===== src/hw/rtl/sbda_pkg.sv =====
`default_nettype none

package sbda_pkg;

	localparam int unsigned VALUE_WIDTH_DEF = 32;

	localparam logic [7:0] CHAR_MINUS = 8'h2D;
	localparam logic [7:0] CHAR_ZERO  = 8'h30;

	// 4-bit bcd adjust threshold for double dabble
	localparam logic [3:0] BCD_ADJ_MIN = 4'd5;
	localparam logic [3:0] BCD_ADJ_ADD = 4'd3;

endpackage

`default_nettype wire


===== src/hw/rtl/signed_binary_to_decimal_ascii.sv =====
// channel  | ports                       | handshake
// ---------+-----------------------------+---------------------------------
// input    | value                       | transfer when start && !busy
// output   | char_code, last             | transfer on each cycle with strobe
//
// one number takes VALUE_WIDTH steps of shift-and-add-3 (one magnitude bit a
// cycle), a step for a minus sign on a negative value, then a step per decimal
// position (leading zeros pass without a strobe); a new value is taken only
// once busy is low, and busy falls at the edge that drives the final character
// arst_n clears the controller; the receiver cannot stall, so no result waits.
`default_nettype none

module signed_binary_to_decimal_ascii
	import sbda_pkg::*;
#(
	parameter int unsigned VALUE_WIDTH = VALUE_WIDTH_DEF
) (
	input  wire logic                          clk,
	input  wire logic                          arst_n,
	input  wire logic                          start,
	input  wire logic signed [VALUE_WIDTH-1:0] value,
	output logic                               busy,
	output logic                               strobe,
	output logic [7:0]                         char_code,
	output logic                               last
);

	// decimal positions needed for the largest magnitude, 2^(VALUE_WIDTH-1)
	localparam int unsigned NUM_DIGITS = ((VALUE_WIDTH - 1) * 30103) / 100000 + 1;
	localparam int unsigned BCD_W      = 4 * NUM_DIGITS;
	localparam int unsigned BIT_CNT_W  = $clog2(VALUE_WIDTH + 1);
	localparam int unsigned DIG_CNT_W  = $clog2(NUM_DIGITS + 1);

	typedef enum logic [1:0] {
		ST_IDLE,
		ST_CONV,
		ST_SIGN,
		ST_EMIT
	} state_t;

	state_t                 state_q;
	logic [VALUE_WIDTH-1:0] mag_q;
	logic [BCD_W-1:0]       bcd_q;
	logic [BCD_W-1:0]       bcd_adj;
	logic                   neg_q;
	logic                   started_q;
	logic [BIT_CNT_W-1:0]   bit_cnt_q;
	logic [DIG_CNT_W-1:0]   dig_cnt_q;
	logic [3:0]             top_digit;
	logic [VALUE_WIDTH-1:0] value_mag;

	assign busy      = (state_q != ST_IDLE);
	assign top_digit = bcd_q[BCD_W-1 -: 4];
	assign value_mag = value[VALUE_WIDTH-1] ? (~value + 1'b1) : value;

	// add 3 to every bcd digit of 5 or more before the shift
	always_comb begin
		for (int i = 0; i < NUM_DIGITS; i++) begin
			if (bcd_q[4*i +: 4] >= BCD_ADJ_MIN) begin
				bcd_adj[4*i +: 4] = bcd_q[4*i +: 4] + BCD_ADJ_ADD;
			end else begin
				bcd_adj[4*i +: 4] = bcd_q[4*i +: 4];
			end
		end
	end

	always_ff @(posedge clk or negedge arst_n) begin
		if (!arst_n) begin
			state_q   <= ST_IDLE;
			strobe    <= 1'b0;
			last      <= 1'b0;
			char_code <= '0;
			mag_q     <= '0;
			bcd_q     <= '0;
			neg_q     <= 1'b0;
			started_q <= 1'b0;
			bit_cnt_q <= '0;
			dig_cnt_q <= '0;
		end else begin
			strobe <= 1'b0;
			unique case (state_q)
				ST_IDLE: begin
					if (start) begin
						mag_q     <= value_mag;
						neg_q     <= value[VALUE_WIDTH-1];
						bcd_q     <= '0;
						bit_cnt_q <= BIT_CNT_W'(VALUE_WIDTH);
						state_q   <= ST_CONV;
					end
				end
				ST_CONV: begin
					bcd_q     <= {bcd_adj[BCD_W-2:0], mag_q[VALUE_WIDTH-1]};
					mag_q     <= {mag_q[VALUE_WIDTH-2:0], 1'b0};
					bit_cnt_q <= bit_cnt_q - 1'b1;
					if (bit_cnt_q == BIT_CNT_W'(1)) begin
						dig_cnt_q <= DIG_CNT_W'(NUM_DIGITS);
						started_q <= 1'b0;
						state_q   <= neg_q ? ST_SIGN : ST_EMIT;
					end
				end
				ST_SIGN: begin
					strobe    <= 1'b1;
					char_code <= CHAR_MINUS;
					last      <= 1'b0;
					state_q   <= ST_EMIT;
				end
				ST_EMIT: begin
					// the ones digit always goes out, so zero gives '0'
					if (started_q || (top_digit != 4'd0) || (dig_cnt_q == DIG_CNT_W'(1))) begin
						strobe    <= 1'b1;
						char_code <= CHAR_ZERO + {4'd0, top_digit};
						last      <= (dig_cnt_q == DIG_CNT_W'(1));
						started_q <= 1'b1;
					end
					bcd_q     <= {bcd_q[BCD_W-5:0], 4'd0};
					dig_cnt_q <= dig_cnt_q - 1'b1;
					if (dig_cnt_q == DIG_CNT_W'(1)) begin
						state_q <= ST_IDLE;
					end
				end
				default: begin
					state_q <= ST_IDLE;
				end
			endcase
		end
	end

`ifndef SYNTH
	a_last_ends_number: assert property (@(posedge clk) disable iff (!arst_n)
		strobe && last |-> !busy)
		else $error("final character while still busy");

	a_minus_not_last: assert property (@(posedge clk) disable iff (!arst_n)
		strobe && (char_code == CHAR_MINUS) |-> !last)
		else $error("minus sign marked last");

	a_char_legal: assert property (@(posedge clk) disable iff (!arst_n)
		strobe |-> (char_code == CHAR_MINUS) ||
			((char_code >= CHAR_ZERO) && (char_code <= CHAR_ZERO + 8'd9)))
		else $error("character out of range");

	a_start_goes_busy: assert property (@(posedge clk) disable iff (!arst_n)
		start && !busy |=> busy)
		else $error("input transfer did not start a conversion");
`endif

endmodule

`default_nettype wire

===== config.mk =====
export PLATFORM = sky130hd
export DESIGN_NAME = signed_binary_to_decimal_ascii
export DESIGN_NICKNAME = d
export VERILOG_FILES = /design/src/hw/rtl/sbda_pkg.sv /design/src/hw/rtl/signed_binary_to_decimal_ascii.sv
export SDC_FILE = /design/constraint.sdc
export NUM_CORES = 1
export LEC_CHECK = 0
export CAP_MARGIN = 30
export CORE_MARGIN = 5
export CORE_UTILIZATION = 57
export DETAILED_ROUTE_END_ITERATION = 8
export DONT_BUFFER_PORTS = 1
export GPL_TIMING_DRIVEN = 0
export PLACE_DENSITY = 0.83
export SETUP_SLACK_MARGIN = 0.05
export SYNTH_ARGS = -nofsm -noshare
export SYNTH_HDL_FRONTEND = slang
export SYNTH_SLANG_ARGS = --single-unit
export TNS_END_PERCENT = 100

===== constraint.sdc =====
create_clock -name clk -period 2.05 [get_ports clk]
set_input_delay 0.3075 -clock clk [delete_from_list [all_inputs] [get_ports clk]]
set_output_delay 0.3075 -clock clk [all_outputs]
set_load 0.03 [all_outputs]

==> flow_summary_export.csv <==
group,metric,value,unit
setup_path,arrival,2.20,ns
route,via_per_inst,6.448,
sta,grt_setup_unrepaired,"no",
yosys,synth_edf_count,0,
route,drtIter0Drc,517,
sta,fmax,515.3,MHz
yosys,synth_warnings,0,
route,drtPass1Iterations,6,
floorplan,die_area,12650,um2
setup_path,crit_required,2.31,ns
sta,maxSlewHeadroom,59.87,%
route,wl,15500,um
sta,period_share,94.67,%
route,post_drt_wl_per_cell,18.81,um
placement,gp_congestion,0.8884,
floorplan,rows,37,
route,detail-route-antenna-nets,0,
finish,drive_above_1_share,12.94,%
setup_path,slowest_stage,"or4b_4",
route,vias,5313,
clock_tree,clock_sinks,94,
yosys,netlist_area,5984,um2
setup_path,r2r_slack,0.11,ns
route,remaining_drc_errors,0,
setup_path,cp_common_cell,"o31ai_1",
finish,nFillCells,833,
floorplan,start_util,58.23,%
yosys,ys_types,52,
yosys,synthCells,666,
global_route,grt_max_degree,95,
placement,dpl_worst_slack,-0.5196,ns
clock_tree,cts_made_buffers,9,
run_status,outcome,"finished with violations",
global_route,grtUsageTotal,24.81,%
yosys,async_flop_share,100.0,%
floorplan,die_h,112.5,um
power,power_density,1658,nW/um2
placement,port-buffer-count,0,
placement,dp_hpwl,10700,um
power,cellLeakagePower,2.805,nW
setup_path,worstRegToRegCells,7,
clock_tree,clockRootBuffer,"clkbuf_8",
global_route,grt_pass1_vias,5508,
yosys,seq_area_frac_synth,39.31,%
setup_path,cp_top_family,"compound AO/OA/AOI/OAI gates",
floorplan,core_area,10280,um2
global_route,grt_overflow_total,0,
sta,final.min_clock_period,1.941,ns
clock_tree,clk_path_buf_depth,2,
run_status,violations,"negative hold slack",
sta,worst_slack,0.1093,ns
sta,holdWs,-0.3897,ns
setup_path,critPathMaxFanout,3,
setup_path,critical_path_buf_inv_count,1,
power,vdd_drop_max,0.6596,mV
clock_tree,cts_tree,"built",
finish,syn_to_final_growth,9.283,%
setup_path,cp-end-kind,"register",
sta,finalHoldViolations,94,
finish,multi_input_area,3420,um2
finish,fin_cells,824,
yosys,ys_seq_elements,94,
finish,ff_latch_area,2352,um2
sta,tightest_slew,0.6019,ns
floorplan,die_width,112.5,um
global_route,grt_first_pass_wirelength,26050,um
clock_tree,htree_levels,3,
clock_tree,clock_latency,0.38,ns
setup_path,crit_cells,7,
clock_tree,clk_pin_slew,0.10,ns
setup_path,worstSetupPathType,"reg2reg",
worst_hold_path,hold_path_class,"in2async",
setup_path,startpoint_type,"register",
yosys,synth_ff_type,"dfrtp_1",
yosys,avgSynthCellArea,8.986,um2
placement,placed_cells,803,
sta,slew_violations,0,
setup_path,crit_path_max_incr_delay,0.47,ns
job,drv_cap,0,
finish,layout.nets,749,
power,p_total,10.84,mW
finish,final_util,63.64,%
sta,setup_tns,0,ns
floorplan,ios,46,
sta,setup_viol,0,
global_route,antenna_found_initial,0,
sta,skew,0.01049,ns
finish,num_antenna_cells,0,
setup_path,worstPathCellList,"inv_2 -> ha_1 -> or4b_4 -> o21ai_4 -> o211ai_1 -> o31ai_1 -> o31ai_1",
## cell usage after synthesis (4+ instances only)
cell type,n,area share [%]
a21oi_1,57,4.8
xor2_1,21,3.1
o21ai_0,64,5.4
nor2_1,39,2.4
or3_1,6,0.63
clkbuf_1,35,2.2
buf_1,5,0.31
mux2i_1,24,4.0
nor3_1,10,0.84
nor2b_1,4,0.42
o22ai_1,11,1.1
nand3_1,18,1.5
o31ai_1,11,1.4
a221oi_1,26,3.8
nor3b_1,11,1.4
inv_1,31,1.9
nand2_1,50,3.1
ha_1,31,6.5
and3_1,10,1.0
dfrtp_1,94,39
nand3b_1,10,1.3
nand2b_1,22,2.3
a22o_1,4,0.59
o41ai_1,4,0.59
xnor2_1,20,2.9
o41ai_2,6,1.6
## repair_timing
item                                    CTS  global route
setup buffers                             6             3
endpoints found under the hold margin    94            94
pin swaps                                 3             4
endpoints found under the setup margin   90            73
resized for setup                        23            31
## sequential cells by signal, indices dropped and copies added (netlist names)
| register | cells |
|---|---|
| neg_q | 1 |
| strobe | 1 |
| dig_cnt_q | 4 |
| started_q | 1 |
| bit_cnt_q | 6 |
| bcd_q | 40 |
| mag_q | 32 |
| state_q | 2 |
| last | 1 |
| char_code | 6 |
## stage by stage
step / hold WS, ns / instance area (um2)
floorplan: 0.01191 / 6028
global placement: 0.01419 / 6198
detailed placement: 0.01496 / 6198
CTS: -0.3888 / 6477
global route: -0.4094 / 6540
finish: -0.3897 / 6540
## worst paths after layout
path,start,end
worst max register to register,bit_cnt_q[1],state_q[0]
worst max-delay path,bit_cnt_q[1],state_q[0]
worst min register to register,mag_q[11],mag_q[11]
worst min-delay path,arst_n,bcd_q[28]
max in group asynchronous,arst_n,bcd_q[22]
min in group clk,value[0],mag_q[0]
## layer usage
metal,GRT usage (%),wire (um)
met3,6.253,1161
met2,41.32,7623
met4,10.34,397
met5,0,0
met1,30.73,6314
## cell type report
| cell class | count | share of cell area, % |
|---|---|---|
| multi-input combinational | 498 | 52.29 |
| sequential | 94 | 35.97 |
| buffer | 40 | 3.329 |
| tap | 136 | 2.602 |
| clock buffer | 10 | 1.951 |
| inverter | 31 | 1.779 |
| clock inverter | 6 | 1.052 |
| timing repair buffer | 9 | 1.033 |
## cells by family after synthesis
family	Yosys count	share of synthesized area, %
muxes	26	4.391
xor gates and xnor gates	41	6.001
buffers and inverters	75	4.871
other	1	0.06266
and+or+nand+nor	198	17.46
DFF	94	39.31
adders and majority gates	31	6.481
AOI/OAI and AO/OA	200	21.43
## cell usage in the layout, fill, tap and decap left out, drive strengths merged, types with 4 or more instances in the layout
master,synthesis,layout
dfrtp,94,94
o21ai,67,67
a21oi,57,57
nand2,50,50
clkbuf,35,41
nor2,39,39
inv,31,34
ha,31,31
a221oi,26,26
mux2i,24,24
nand2b,22,22
xor2,21,21
xnor2,20,20
nand3,18,18
buf,9,18
o31ai,12,12
o22ai,11,11
nor3b,11,11
and3,10,10
nand3b,10,10
nor3,10,10
o41ai,10,10
or3,6,6
or4,6,6
nor2b,4,4
a22o,4,4
## power by group
part	internal [mW]	leakage, nW	switching (mW)
sequential	2.71	1.15	0.898
clock	0.577	0.0977	0.730
combinational	2.41	1.56	3.52
Note: power is estimated with default switching activity, not from simulation.
